File: config.mk
export PLATFORM = sky130hd
export DESIGN_NAME = button_click_long_press_classifier
export DESIGN_NICKNAME = d
export VERILOG_FILES = /design/src/rtl/bclp_pkg.sv /design/src/rtl/button_click_long_press_classifier.sv /design/src/rtl/bclp_fifo.sv /design/src/rtl/bclp_front.sv /design/src/rtl/bclp_back.sv
export SDC_FILE = /design/constraint.sdc
export NUM_CORES = 1
export LEC_CHECK = 0
export BUFFER_PORTS_ARGS = -buffer_cell sky130_fd_sc_hd__buf_4
export CAP_MARGIN = 20
export CORE_MARGIN = 2
export CORE_UTILIZATION = 45
export CTS_BUF_LIST = sky130_fd_sc_hd__clkbuf_2 sky130_fd_sc_hd__clkbuf_4 sky130_fd_sc_hd__clkbuf_8
export DETAILED_ROUTE_END_ITERATION = 16
export GPL_TIMING_DRIVEN = 0
export PLACE_DENSITY_LB_ADDON = 0.3
export SLEW_MARGIN = 20
export SYNTH_ARGS = -nofsm -noshare
export SYNTH_HDL_FRONTEND = slang
export SYNTH_SLANG_ARGS = --single-unit
File: constraint.sdc
create_clock -name clk -period 7.96 [get_ports clk]
set_input_delay 0.796 -clock clk [delete_from_list [all_inputs] [get_ports clk]]
set_output_delay 0.796 -clock clk [all_outputs]
set_load 0.01 [all_outputs]
File: src/rtl/bclp_pkg.sv
package bclp_pkg;

	localparam int NUM_BUTTONS_DEF = 3;
	localparam int TIME_WIDTH_DEF  = 32;
	localparam int QUEUE_DEPTH     = 2;

	localparam int CFG_WIDTH  = 16;
	localparam int ADDR_WIDTH = 2;

	// operation codes of an input item
	localparam logic [1:0] OP_PRESS   = 2'd0;
	localparam logic [1:0] OP_RELEASE = 2'd1;
	localparam logic [1:0] OP_POLL    = 2'd2;

	// configuration register indexes
	localparam logic [ADDR_WIDTH-1:0] REG_DEBOUNCE  = 2'd0;
	localparam logic [ADDR_WIDTH-1:0] REG_CLICK_MAX = 2'd1;
	localparam logic [ADDR_WIDTH-1:0] REG_LONG_MIN  = 2'd2;

	localparam logic [CFG_WIDTH-1:0] DEBOUNCE_RST  = 16'd30;
	localparam logic [CFG_WIDTH-1:0] CLICK_MAX_RST = 16'd700;
	localparam logic [CFG_WIDTH-1:0] LONG_MIN_RST  = 16'd1200;

	typedef struct packed {
		logic [1:0]  operation;
		logic [1:0]  button;
		logic [31:0] time_ms;
	} item_t;

	typedef struct packed {
		logic [2:0]  event_code;
		logic        confirm_held;
		logic [31:0] confirm_hold_ms;
	} result_t;

	typedef enum logic [1:0] {
		CMD_PRESS   = 2'd0,
		CMD_RELEASE = 2'd1,
		CMD_POLL    = 2'd2
	} cmd_kind_t;

	typedef struct packed {
		cmd_kind_t   kind;
		logic [1:0]  button;
		logic [31:0] time_ms;
	} cmd_t;

endpackage

File: src/rtl/button_click_long_press_classifier.sv
// Click / long-press classifier for NUM_BUTTONS buttons (0 confirm, 1 up,
// 2 down). Push press edges, release edges and polls, each stamped with a
// free-running millisecond time; every poll yields exactly one result (event
// code, confirm held flag and hold time), edges and unused opcodes yield none.
// Throughput is one item per clock while full is low: the front decodes and
// drops ignored items into a two-entry command queue, the back retires one
// command per cycle unless a poll waits on a full result queue, with all
// per-button checks done in parallel; results wait in a two-entry result
// queue. A poll passes the command queue, then the result queue, to the ports.
// full rises only when the command queue fills, which happens only while pop
// is held off and polls back up.
// Configuration writes are registered; write only while the block is idle.
// No clearing pass after reset: the block takes items right away.
module button_click_long_press_classifier #(
	parameter int NUM_BUTTONS = bclp_pkg::NUM_BUTTONS_DEF,
	parameter int TIME_WIDTH  = bclp_pkg::TIME_WIDTH_DEF,
	parameter int QUEUE_DEPTH = bclp_pkg::QUEUE_DEPTH
) (
	input  logic                            clk,
	input  logic                            arst_n,
	// input side
	input  logic                            push,
	output logic                            full,
	input  bclp_pkg::item_t                 item,
	// result side
	output logic                            empty,
	input  logic                            pop,
	output bclp_pkg::result_t               result,
	// configuration writes
	input  logic                            cfg_wr,
	input  logic [bclp_pkg::ADDR_WIDTH-1:0] cfg_addr,
	input  logic [bclp_pkg::CFG_WIDTH-1:0]  cfg_wdata
);

	logic              cmd_wr;
	logic              cmd_full;
	logic              cmd_rd;
	logic              cmd_empty;
	bclp_pkg::cmd_t    cmd_in;
	bclp_pkg::cmd_t    cmd_out;
	logic              res_wr;
	logic              res_full;
	bclp_pkg::result_t res_in;

	// front: decode and filter each transfer in
	bclp_front #(
		.NUM_BUTTONS(NUM_BUTTONS)
	) u_front (
		.push     (push),
		.item     (item),
		.full     (full),
		.cmd_full (cmd_full),
		.cmd_wr   (cmd_wr),
		.cmd      (cmd_in)
	);

	// command queue decouples the front from a stalled back
	bclp_fifo #(
		.T     (bclp_pkg::cmd_t),
		.DEPTH (QUEUE_DEPTH)
	) u_cmd_q (
		.clk    (clk),
		.arst_n (arst_n),
		.wr     (cmd_wr),
		.wdata  (cmd_in),
		.full   (cmd_full),
		.rd     (cmd_rd),
		.rdata  (cmd_out),
		.empty  (cmd_empty)
	);

	// back: per-button state, config registers, poll evaluation
	bclp_back #(
		.NUM_BUTTONS(NUM_BUTTONS),
		.TIME_WIDTH (TIME_WIDTH)
	) u_back (
		.clk       (clk),
		.arst_n    (arst_n),
		.cmd_empty (cmd_empty),
		.cmd       (cmd_out),
		.cmd_rd    (cmd_rd),
		.res_full  (res_full),
		.res_wr    (res_wr),
		.res       (res_in),
		.cfg_wr    (cfg_wr),
		.cfg_addr  (cfg_addr),
		.cfg_wdata (cfg_wdata)
	);

	// result queue: oldest result sits on the outputs while empty is low
	bclp_fifo #(
		.T     (bclp_pkg::result_t),
		.DEPTH (QUEUE_DEPTH)
	) u_res_q (
		.clk    (clk),
		.arst_n (arst_n),
		.wr     (res_wr),
		.wdata  (res_in),
		.full   (res_full),
		.rd     (pop),
		.rdata  (result),
		.empty  (empty)
	);

endmodule

File: src/rtl/bclp_fifo.sv
module bclp_fifo #(
	parameter type T     = logic,
	parameter int  DEPTH = bclp_pkg::QUEUE_DEPTH
) (
	input  logic clk,
	input  logic arst_n,
	input  logic wr,
	input  T     wdata,
	output logic full,
	input  logic rd,
	output T     rdata,
	output logic empty
);

	localparam int PW = (DEPTH > 1) ? $clog2(DEPTH) : 1;
	localparam int CW = $clog2(DEPTH + 1);
	localparam logic [PW-1:0] LAST = PW'(DEPTH - 1);
	localparam logic [CW-1:0] FULL_CNT = CW'(DEPTH);

	T              mem_q [DEPTH];
	logic [PW-1:0] wr_ptr_q;
	logic [PW-1:0] rd_ptr_q;
	logic [CW-1:0] count_q;
	logic          do_wr;
	logic          do_rd;

	assign full  = (count_q == FULL_CNT);
	assign empty = (count_q == '0);
	assign do_wr = wr && !full;
	assign do_rd = rd && !empty;
	assign rdata = mem_q[rd_ptr_q];

	always_ff @(posedge clk) begin
		if (do_wr) begin
			mem_q[wr_ptr_q] <= wdata;
		end
	end

	always_ff @(posedge clk or negedge arst_n) begin
		if (!arst_n) begin
			wr_ptr_q <= '0;
			rd_ptr_q <= '0;
			count_q  <= '0;
		end else begin
			if (do_wr) begin
				wr_ptr_q <= (wr_ptr_q == LAST) ? '0 : wr_ptr_q + 1'b1;
			end
			if (do_rd) begin
				rd_ptr_q <= (rd_ptr_q == LAST) ? '0 : rd_ptr_q + 1'b1;
			end
			if (do_wr && !do_rd) begin
				count_q <= count_q + 1'b1;
			end else if (do_rd && !do_wr) begin
				count_q <= count_q - 1'b1;
			end
		end
	end

endmodule

File: src/rtl/bclp_front.sv
module bclp_front #(
	parameter int NUM_BUTTONS = bclp_pkg::NUM_BUTTONS_DEF
) (
	input  logic            push,
	input  bclp_pkg::item_t item,
	output logic            full,
	input  logic            cmd_full,
	output logic            cmd_wr,
	output bclp_pkg::cmd_t  cmd
);

	logic keep;
	logic btn_ok;

	// edges on buttons that do not exist and the unused opcode are dropped here
	assign btn_ok = (32'(item.button) < NUM_BUTTONS);
	assign full   = cmd_full;

	always_comb begin
		keep         = 1'b0;
		cmd.kind     = bclp_pkg::CMD_POLL;
		cmd.button   = item.button;
		cmd.time_ms  = item.time_ms;
		unique case (item.operation)
			bclp_pkg::OP_PRESS: begin
				keep     = btn_ok;
				cmd.kind = bclp_pkg::CMD_PRESS;
			end
			bclp_pkg::OP_RELEASE: begin
				keep     = btn_ok;
				cmd.kind = bclp_pkg::CMD_RELEASE;
			end
			bclp_pkg::OP_POLL: begin
				keep     = 1'b1;
				cmd.kind = bclp_pkg::CMD_POLL;
			end
			default: begin
				keep = 1'b0;
			end
		endcase
	end

	assign cmd_wr = push && !cmd_full && keep;

endmodule

File: src/rtl/bclp_back.sv
module bclp_back #(
	parameter int NUM_BUTTONS = bclp_pkg::NUM_BUTTONS_DEF,
	parameter int TIME_WIDTH  = bclp_pkg::TIME_WIDTH_DEF
) (
	input  logic                                clk,
	input  logic                                arst_n,
	input  logic                                cmd_empty,
	input  bclp_pkg::cmd_t                      cmd,
	output logic                                cmd_rd,
	input  logic                                res_full,
	output logic                                res_wr,
	output bclp_pkg::result_t                   res,
	input  logic                                cfg_wr,
	input  logic [bclp_pkg::ADDR_WIDTH-1:0]     cfg_addr,
	input  logic [bclp_pkg::CFG_WIDTH-1:0]      cfg_wdata
);

	logic [bclp_pkg::CFG_WIDTH-1:0] debounce_q;
	logic [bclp_pkg::CFG_WIDTH-1:0] click_max_q;
	logic [bclp_pkg::CFG_WIDTH-1:0] long_min_q;

	logic [TIME_WIDTH-1:0] press_time_q   [NUM_BUTTONS];
	logic [TIME_WIDTH-1:0] release_time_q [NUM_BUTTONS];
	logic [NUM_BUTTONS-1:0] press_valid_q;
	logic [NUM_BUTTONS-1:0] release_valid_q;
	logic [NUM_BUTTONS-1:0] long_done_q;

	logic [TIME_WIDTH-1:0]  now;
	logic [TIME_WIDTH-1:0]  since_press [NUM_BUTTONS];
	logic [TIME_WIDTH-1:0]  held_for    [NUM_BUTTONS];
	logic [NUM_BUTTONS-1:0] sel;
	logic [NUM_BUTTONS-1:0] long_fire;
	logic [NUM_BUTTONS-1:0] pair;
	logic [NUM_BUTTONS-1:0] click_fire;
	logic [NUM_BUTTONS-1:0] examined;
	logic [NUM_BUTTONS-1:0] first_fire;
	logic [2:0]             code;
	logic                   found;
	logic                   take;
	logic                   is_poll;
	logic                   held;

	assign now     = TIME_WIDTH'(cmd.time_ms);
	assign is_poll = (cmd.kind == bclp_pkg::CMD_POLL);
	// edges never stall on the result side
	assign take    = !cmd_empty && (!is_poll || !res_full);
	assign cmd_rd  = take;
	assign res_wr  = take && is_poll;

	always_comb begin
		for (int k = 0; k < NUM_BUTTONS; k++) begin
			sel[k]         = (32'(cmd.button) == k);
			since_press[k] = now - press_time_q[k];
			held_for[k]    = release_time_q[k] - press_time_q[k];
			long_fire[k]   = press_valid_q[k] && !release_valid_q[k] && !long_done_q[k]
				&& (since_press[k] >= TIME_WIDTH'(long_min_q));
			pair[k]        = press_valid_q[k] && release_valid_q[k];
			click_fire[k]  = pair[k] && !long_done_q[k]
				&& (held_for[k] >= TIME_WIDTH'(debounce_q))
				&& (held_for[k] <= TIME_WIDTH'(click_max_q));
		end
	end

	// buttons are checked in index order; the walk stops at the first event
	always_comb begin
		found      = 1'b0;
		code       = '0;
		examined   = '0;
		first_fire = '0;
		for (int k = 0; k < NUM_BUTTONS; k++) begin
			examined[k] = !found;
			if (!found && (long_fire[k] || click_fire[k])) begin
				found         = 1'b1;
				first_fire[k] = 1'b1;
				code          = 3'(2 * k + (long_fire[k] ? 2 : 1));
			end
		end
	end

	// a stored pair on confirm leaves it not held either way
	assign held                = press_valid_q[0] && !release_valid_q[0];
	assign res.event_code      = code;
	assign res.confirm_held    = held;
	assign res.confirm_hold_ms = held ? 32'(since_press[0]) : 32'd0;

	always_ff @(posedge clk or negedge arst_n) begin
		if (!arst_n) begin
			debounce_q  <= bclp_pkg::DEBOUNCE_RST;
			click_max_q <= bclp_pkg::CLICK_MAX_RST;
			long_min_q  <= bclp_pkg::LONG_MIN_RST;
		end else if (cfg_wr) begin
			unique case (cfg_addr)
				bclp_pkg::REG_DEBOUNCE:  debounce_q  <= cfg_wdata;
				bclp_pkg::REG_CLICK_MAX: click_max_q <= cfg_wdata;
				bclp_pkg::REG_LONG_MIN:  long_min_q  <= cfg_wdata;
				default: begin
				end
			endcase
		end
	end

	always_ff @(posedge clk or negedge arst_n) begin
		if (!arst_n) begin
			press_valid_q   <= '0;
			release_valid_q <= '0;
			long_done_q     <= '0;
		end else if (take) begin
			for (int k = 0; k < NUM_BUTTONS; k++) begin
				case (cmd.kind)
					bclp_pkg::CMD_PRESS: begin
						if (sel[k]) begin
							press_valid_q[k]   <= 1'b1;
							release_valid_q[k] <= 1'b0;
							long_done_q[k]     <= 1'b0;
						end
					end
					bclp_pkg::CMD_RELEASE: begin
						if (sel[k]) begin
							release_valid_q[k] <= 1'b1;
						end
					end
					default: begin
						if (examined[k] && pair[k]) begin
							press_valid_q[k]   <= 1'b0;
							release_valid_q[k] <= 1'b0;
						end
						if (examined[k] && long_fire[k]) begin
							long_done_q[k] <= 1'b1;
						end
					end
				endcase
			end
		end
	end

	always_ff @(posedge clk) begin
		if (take) begin
			for (int k = 0; k < NUM_BUTTONS; k++) begin
				if (sel[k] && cmd.kind == bclp_pkg::CMD_PRESS) begin
					press_time_q[k] <= now;
				end
				if (sel[k] && cmd.kind == bclp_pkg::CMD_RELEASE) begin
					release_time_q[k] <= now;
				end
			end
		end
	end

	a_no_write_full: assert property (@(posedge clk) disable iff (!arst_n)
		res_wr |-> !res_full)
		else $error("result written into a full queue");

	a_one_event: assert property (@(posedge clk) disable iff (!arst_n)
		$onehot0(first_fire))
		else $error("more than one button reported in one poll");

	a_code_has_source: assert property (@(posedge clk) disable iff (!arst_n)
		res_wr && (res.event_code != 3'd0) |-> (first_fire != '0))
		else $error("event reported with no firing button");

	a_press_arms: assert property (@(posedge clk) disable iff (!arst_n)
		take && (cmd.kind == bclp_pkg::CMD_PRESS) && sel[0]
		|=> press_valid_q[0] && !release_valid_q[0] && !long_done_q[0])
		else $error("confirm press did not arm its state");

	a_long_once: assert property (@(posedge clk) disable iff (!arst_n)
		take && is_poll && long_fire[0] && first_fire[0] |=> long_done_q[0])
		else $error("long press on confirm not recorded");

endmodule
==> run_results.csv, run 1 <==
group,metric,value,unit
power_and_ir_drop,power_switching_share,42.7,%
clock_tree,worst_skew_pair.late_latency,0.69,ns
synthesis,synthDistinctLibCells,101,
cells_and_area,final_core_utilization,51.5,%
synthesis,dominantRegCellSynth,"sky130_fd_sc_hd__edfxtp_1",
setup_path,arrival,8.22,ns
clock_tree,cts_max_level,3,
clock_tree,max-clock-path-buffers,3,
power_and_ir_drop,combPwrFrac,54.4,%
power_and_ir_drop,switchingPower,4.84,mW
synthesis,combinational_family_with_the_most_area_after_synthesis,"compound AO/OA/AOI/OAI gates",
cells_and_area,post_route_cells_drive_above_1_share,13.5,%
global_routing,grt.met1_usage,31.4,%
sta,clock_skew,0.0385,ns
floorplanning,starting_density_of_the_core,45.7,%
clock_tree,cts.root.buffer_cell,"sky130_fd_sc_hd__clkbuf_8",
floorplanning,fp.dieH,255,um
global_routing,grt_start_max_net_pins,66,
run,maxCapViolCount,0,
synthesis,yosys_warnings,0,
synthesis,synthAdderAreaFrac,15.2,%
synthesis,synth-seq-cells,401,
global_routing,grt.met2_usage,42.3,%
sta,clock.fmax,129,MHz
synthesis,post_synth_main_area_contributors,"sky130_fd_sc_hd__edfxtp_1 36%, sky130_fd_sc_hd__ha_1 15%, sky130_fd_sc_hd__dfrtp_1 4.5%",
floorplanning,rows,91,
clock_tree,total_setup_buffers_inserted_after_cts,0,
floorplanning,dieArea,0.0649,mm2
routing,dr_total_vias,22500,
sta,grt_setup_unrepaired,"false",
clock_tree,cts-hold-fix-buffers,0,
sta,finalSetupTns,0,ns
floorplanning,design.core.area,0.0619,mm2
power_and_ir_drop,powerDensity,356,mW/mm2
sta,report.final.slew_viol_count,0,
synthesis,synthDominantAreaCellType,"sky130_fd_sc_hd__edfxtp_1",
global_routing,grtUsageMet3,3.51,%
synthesis,netlist_instances,2773,
power_and_ir_drop,internal_power,6.50,mW
routing,routed_via_density,5.84,
power_and_ir_drop,irDropWorstVdd,0.000216,V
placed_design,gpl.final_weighted_congestion,0.925,
routing,initialDrtViolationCount,1606,
cells_and_area,area_growth,12.8,%
synthesis,synth_area_in_simple_gates,12.6,%
synthesis,async_flop_share,16.2,%
sta,final-setup-viol-count,0,
sta,timing_worst_slew_pin_value,1.15,ns
setup_path,critPathBufInv,4,
synthesis,mappedNetlistArea,0.0283,mm2
clock_tree,tritoncts_clock_tree,"yes",
clock_tree,clk_pin_slew_worst_paths,0.06,ns
sta,period_minus_slack,7.73,ns
setup_path,slowest_delay,0.51,ns
synthesis,synth.top_cell.area_share,35.7,%
synthesis,postSynthAreaPerCell,10.2,um2
setup_path,timing.setup.critical_path_class,"flip-flop to flip-flop",
sta,fin_ws,0.234,ns
outcome,run_status,"finished, final reports clean",
placed_design,port_buffers,96,
setup_path,crit_path_max_fanout,10,
clock_tree,cts_made_buffers,73,
routing,route.detailed.wl_per_inst,20.8,um
sta,layout_worst_path_cycle_share,97.1,%
global_routing,overflow,0,
global_routing,antenna_violations_before_repair,2,
hold_path,holdCritPathClass,"primary input to asynchronous set/reset pin",
power_and_ir_drop,power_leakage,13.1,nW
setup_path,cp-start-kind,"flip-flop",
power_and_ir_drop,clock_power_share,18.5,%
sta,timing_hold_violations_final,0,
routing,finalWirelength,80000,um
routing,ant_nets,0,
floorplanning,fp.dieW,255,um
synthesis,synth_sequential_area_ratio,41.5,%
synthesis,synth.most_common_cell,"sky130_fd_sc_hd__edfxtp_1",
setup_path,cp_slowest_cell,"sky130_fd_sc_hd__nor4b_1",
global_routing,first_global_vias,22700,
global_routing,gr-max-usage-layer,"met2",
placed_design,hpwlAfterDp,65000,um
placed_design,dp_worst_setup_slack,-0.544,ns
global_routing,grt_pass1_wl,123000,um
setup_path,timing.critical_path.required,8.46,ns
floorplanning,ioPinCount,97,
power_and_ir_drop,part_of_the_total_power_dissipated_in_sequential_elements,27.0,%
synthesis,yosys-top-cells-count,"336 x sky130_fd_sc_hd__edfxtp_1, 335 x sky130_fd_sc_hd__ha_1, 228 x sky130_fd_sc_hd__a21oi_1, 213 x sky130_fd_sc_hd__inv_1, 204 x sky130_fd_sc_hd__nand2_1",
routing,drt_pass1_iterations,5,
synthesis,synth-edff-count,336,
synthesis,mappedNetlistNets,3173,
setup_path,endpoint_kind,"flip-flop",
sta,slew_headroom,22.6,%
synthesis,synth_compound_gate_area_share,17.7,%
global_routing,grtUsageTotal,24.8,%
synthesis,post_synth_xor_area_fraction,4.33,%
setup_path,critPathTopFamily,"compound AO/OA/AOI/OAI gates",
synthesis,synth_mux_area_share,4.85,%
cells_and_area,final_nets,3354,
routing,drt_drc_violations_left,0,
clock_tree,clock_sink_count,401,
-- flip-flops by register name, indices dropped and copies added (netlist names), 2 cells and up --
register and flops:
u_back.press_time_q 96, u_back.release_time_q 96, u_cmd_q.mem_q 72, u_res_q.mem_q 72, u_back.click_max_q 16, u_back.debounce_q 16, u_back.long_min_q 16, u_back.long_done_q 3
u_back.press_valid_q 3, u_back.release_valid_q 3, u_cmd_q.count_q 2, u_res_q.count_q 2
-- path summary, 6_finish.rpt --
path                                           startpoint                                 to  slack (ns)  depth (start not counted)
max in group asynchronous                          arst_n  u_back.click_max_q[0]$_DFFE_PN0P_        7.13                          1
hold reg to reg            u_res_q.count_q[1]$_DFFE_PN0P_     u_res_q.count_q[1]$_DFFE_PN0P_        0.50                          1
hold / removal                                     arst_n     u_res_q.count_q[0]$_DFFE_PN0P_        0.19                          1
min in group clk                                 item[13]     u_cmd_q.mem_q[1][13]$_DFFE_PP_        0.30                          1
setup / recovery             u_cmd_q.rd_ptr_q$_DFFE_PN0P_     u_res_q.mem_q[0][34]$_DFFE_PP_        0.23                         25
setup reg to reg             u_cmd_q.rd_ptr_q$_DFFE_PN0P_     u_res_q.mem_q[0][34]$_DFFE_PP_        0.23                         25
-- area by class of cell --
| class | count | area, um2 |
|---|---|---|
| fill | 5730 | 30000 |
| buffer | 69 | 285 |
| antenna | 4 | 10.0 |
| clock buffer | 94 | 1190 |
| sequential | 401 | 11700 |
| inverter | 213 | 800 |
| tap | 837 | 1050 |
| clock inverter | 34 | 352 |
| multi-input combinational | 2090 | 15600 |
| timing repair buffer | 106 | 921 |
-- per-layer routing --
metal / up-vias / wire length (um)
met5: - / 0
met4: 0 / 3280
met3: 196 / 3970
li1: 10800 / -
met1: 10800 / 34600
met2: 651 / 38100
-- cell usage in the layout, fill, tap and decap left out, types with 28 or more instances in the layout --
cell,count
sky130_fd_sc_hd__edfxtp_1,336
sky130_fd_sc_hd__ha_1,335
sky130_fd_sc_hd__a21oi_1,228
sky130_fd_sc_hd__inv_1,212
sky130_fd_sc_hd__nand2_1,204
sky130_fd_sc_hd__nor2_1,172
sky130_fd_sc_hd__o21ai_0,133
sky130_fd_sc_hd__mux2_2,106
sky130_fd_sc_hd__buf_4,98
sky130_fd_sc_hd__a21o_1,82
sky130_fd_sc_hd__xnor2_1,81
sky130_fd_sc_hd__clkbuf_8,78
sky130_fd_sc_hd__xor2_1,59
sky130_fd_sc_hd__nand4_1,59
sky130_fd_sc_hd__clkbuf_1,56
sky130_fd_sc_hd__dfrtp_1,51
sky130_fd_sc_hd__nand3_1,50
sky130_fd_sc_hd__nor3_1,47
sky130_fd_sc_hd__o21a_1,34
sky130_fd_sc_hd__o211ai_1,33
sky130_fd_sc_hd__a31oi_1,32
sky130_fd_sc_hd__nand2b_1,28
-- logic make-up after synthesis --
group           after synthesis
compound gates              764
simple gates                721
flops                       401
fa+ha+maj                   341
buf+inv                     282
xor+xnor                    140
mux                         124
-- power groups by stage --
stage	Sequential [mW]	Combinational, mW	Clock, mW
after detailed placement	3.11	6.11	0
after global placement	3.11	5.89	0
after floorplan	3.08	4.26	0
after global routing	3.10	6.87	2.24
after CTS	3.07	6.15	2.17
final	3.07	6.17	2.10
-- through the flow --
step	cells	total power, mW	cell area, um2	hold WS, ns
after detailed placement	3716	9.21	30300	0.484
after global routing	3845	12.2	31900	0.238
after CTS	3844	11.4	31900	0.179
after global placement	3706	9.00	30100	0.471
final	3848	11.3	31900	0.190
after floorplan	2773	7.34	28300	0.455
-- what timing repair did --
| item | in CTS | in global routing |
|---|---|---|
| pin swaps | 0 | 0 |
| endpoints found under the setup margin | 10 | 10 |
| resized for setup | 6 | 9 |
| endpoints found under the hold margin | 0 | 0 |
Note: power is estimated with default switching activity, not from simulation.
==> run 2: changes to the inputs <==
Settings changed: PLACE_DENSITY_LB_ADDON 0.3 to unset.
==> run 2 against run 1 <==
- combinational power hardly changed
- non-clock buffer count down 1
- maximum frequency increased by 1.6%
- final cell count is 0.13% higher
- power shrank 0.88%
- final area fell by 0.16%
==> run_results.csv, run 2 (same netlist as run 1, synthesis figures left out) <==
group,metric,value,unit
sta,timing_hold_violations_final,0,
floorplanning,ioPinCount,97,
power_and_ir_drop,power_switching_share,43.1,%
power_and_ir_drop,clock_power_share,18.0,%
placed_design,dpl.cell_count,3715,
clock_tree,worst_skew_pair.late_latency,0.68,ns
cells_and_area,mostFrequentLayoutCells,"336 x sky130_fd_sc_hd__edfxtp_1, 335 x sky130_fd_sc_hd__ha_1, 228 x sky130_fd_sc_hd__a21oi_1",
clock_tree,cts_made_buffers,75,
clock_tree,cts_max_level,3,
cells_and_area,area_growth,12.6,%
floorplanning,rows,91,
sta,report.final.slew_viol_count,0,
power_and_ir_drop,powerDensity,353,mW/mm2
floorplanning,starting_density_of_the_core,45.7,%
power_and_ir_drop,combPwrFrac,54.7,%
cells_and_area,final_nets,3355,
routing,route.detailed.wl_per_inst,20.7,um
routing,dr_total_vias,22300,
run,maxCapViolCount,0,
setup_path,timing.setup.critical_path_class,"flip-flop to flip-flop",
sta,layout_worst_path_cycle_share,95.5,%
hold_path,holdCritPathClass,"primary input to asynchronous set/reset pin",
sta,grt_setup_unrepaired,"false",
clock_tree,clock_sink_count,401,
cells_and_area,layout.cells.most_common,"sky130_fd_sc_hd__edfxtp_1",
routing,drt_drc_violations_left,0,
floorplanning,dieArea,0.0649,mm2
global_routing,grtUsageTotal,24.6,%
clock_tree,tritoncts_clock_tree,"yes",
global_routing,antenna_violations_before_repair,2,
cells_and_area,non_filler_cells_in_the_finished_layout,3853,
placed_design,dp_worst_setup_slack,-1.07,ns
global_routing,grt_start_max_net_pins,66,
sta,fin_ws,0.359,ns
placed_design,gpl.final_weighted_congestion,0.929,
power_and_ir_drop,internal_power,6.40,mW
placed_design,hpwlAfterDp,64600,um
power_and_ir_drop,report.power.total,11.2,mW
setup_path,endpoint_kind,"flip-flop",
routing,initialDrtViolationCount,1473,
floorplanning,fp.dieH,255,um
sta,clock.fmax,132,MHz
clock_tree,cts-hold-fix-buffers,0,
setup_path,timing.critical_path.required,8.42,ns
routing,routed_via_density,5.78,
global_routing,grt.met1_usage,32.1,%
sta,timing_worst_slew_pin_value,1.17,ns
routing,finalWirelength,79600,um
placed_design,placed_area,0.0303,mm2
cells_and_area,post_route_cells_drive_above_1_share,13.7,%
power_and_ir_drop,power_leakage,13.1,nW
clock_tree,clk_pin_slew_worst_paths,0.05,ns
power_and_ir_drop,part_of_the_total_power_dissipated_in_sequential_elements,27.3,%
power_and_ir_drop,switchingPower,4.85,mW
global_routing,grt_pass1_wl,122000,um
setup_path,arrival,8.06,ns
global_routing,grt.met2_usage,41.0,%
global_routing,first_global_vias,22200,
cells_and_area,finalInstanceArea,0.0319,mm2
sta,period_minus_slack,7.60,ns
cells_and_area,reg.largest.list,"u_back.press_time_q x96, u_back.release_time_q x96",
outcome,run_status,"finished, final reports clean",
placed_design,port_buffers,96,
routing,drt_pass1_iterations,5,
global_routing,overflow,0,
sta,final-setup-viol-count,0,
floorplanning,fp.dieW,255,um
routing,ant_nets,0,
global_routing,gr-max-usage-layer,"met2",
power_and_ir_drop,irDropWorstVdd,0.000185,V
floorplanning,design.core.area,0.0619,mm2
global_routing,grtUsageMet3,3.11,%
sta,clock_skew,0.0465,ns
setup_path,cp-start-kind,"flip-flop",
clock_tree,total_setup_buffers_inserted_after_cts,0,
sta,slew_headroom,20.7,%
clock_tree,max-clock-path-buffers,3,
clock_tree,cts.root.buffer_cell,"sky130_fd_sc_hd__clkbuf_8",
setup_path,crit_path_max_fanout,10,
cells_and_area,layout.filler_cells,5686,
[run 2: power by group through the flow]
stage / registers [mW] / clock network, mW / logic [mW]
3_3_place_gp: 3.11 / 0 / 5.91
5_1_grt: 3.11 / 2.18 / 6.84
3_5_place_dp: 3.11 / 0 / 6.10
6_report: 3.07 / 2.03 / 6.15
2_1_floorplan: 3.08 / 0 / 4.26
4_1_cts: 3.07 / 2.10 / 6.14
[run 2: worst paths after layout]
kind	start	slack, ns	end	cells after the start
worst min register to register	u_cmd_q.count_q[1]$_DFFE_PN0P_	0.50	u_cmd_q.count_q[1]$_DFFE_PN0P_	1
worst max-delay path	u_cmd_q.rd_ptr_q$_DFFE_PN0P_	0.36	u_res_q.mem_q[0][34]$_DFFE_PP_	25
min in group clk	item[24]	0.30	u_cmd_q.mem_q[0][24]$_DFFE_PP_	1
worst max register to register	u_cmd_q.rd_ptr_q$_DFFE_PN0P_	0.36	u_res_q.mem_q[0][34]$_DFFE_PP_	25
max in group asynchronous	arst_n	7.10	u_back.long_min_q[9]$_DFFE_PN0P_	1
worst min-delay path	arst_n	0.23	u_res_q.count_q[1]$_DFFE_PN0P_	1
[run 2: worst max-delay path: stages (launching register included)]
cell and delay, ns:
sky130_fd_sc_hd__dfrtp_1 0.31, sky130_fd_sc_hd__clkbuf_1 0.34, sky130_fd_sc_hd__buf_2 0.40, sky130_fd_sc_hd__clkbuf_4 0.42, sky130_fd_sc_hd__mux2i_4 0.50, sky130_fd_sc_hd__inv_1 0.37, sky130_fd_sc_hd__ha_1 0.33, sky130_fd_sc_hd__a21oi_1 0.14
sky130_fd_sc_hd__o21ai_0 0.22, sky130_fd_sc_hd__a21oi_1 0.40, sky130_fd_sc_hd__nand2_1 0.18, sky130_fd_sc_hd__a21boi_0 0.34, sky130_fd_sc_hd__o21ai_0 0.18, sky130_fd_sc_hd__xor2_1 0.17, sky130_fd_sc_hd__ha_1 0.19, sky130_fd_sc_hd__a21o_1 0.24
sky130_fd_sc_hd__a32oi_1 0.25, sky130_fd_sc_hd__o221a_2 0.23, sky130_fd_sc_hd__o2111ai_1 0.10, sky130_fd_sc_hd__nor3_1 0.23, sky130_fd_sc_hd__o2111ai_1 0.26, sky130_fd_sc_hd__nor4b_2 0.38, sky130_fd_sc_hd__nand4_1 0.25, sky130_fd_sc_hd__o21ai_2 0.38
sky130_fd_sc_hd__nand4_2 0.23, sky130_fd_sc_hd__o221ai_1 0.32
[run 2: timing repair]
item	in CTS	in global routing
pin swaps	0	0
setup endpoints to repair	13	9
resized for setup	10	7
[run 2: final cells by class]
cell class | instances | area (um2) | share of cell area (%)
antenna | 2 | 5.00 | 0.0157
sequential | 401 | 11700 | 36.8
clock buffer | 99 | 1220 | 3.84
clock inverter | 37 | 288 | 0.903
timing repair buffer | 105 | 901 | 2.83
buffer | 69 | 285 | 0.895
tap | 837 | 1050 | 3.29
multi-input combinational | 2090 | 15600 | 48.9
inverter | 213 | 800 | 2.51
[run 2: through the flow]
stage          hold slack (ns)  setup TNS (ns)  utilization [%]
6_report                 0.234               0             51.4
5_1_grt                  0.265               0             51.4
4_1_cts                  0.217               0             51.4
3_5_place_dp             0.486           -9.55             48.9
3_3_place_gp             0.470           -8.76             48.5
2_1_floorplan            0.455               0                -
[run 2: layer usage]
| metal | part of all wire [%] | up-vias |
|---|---|---|
| li1 | - | 10800 |
| met1 | 45 | 10700 |
| met2 | 47 | 597 |
| met3 | 4.5 | 165 |
| met4 | 3.9 | 0 |
| met5 | 0 | - |
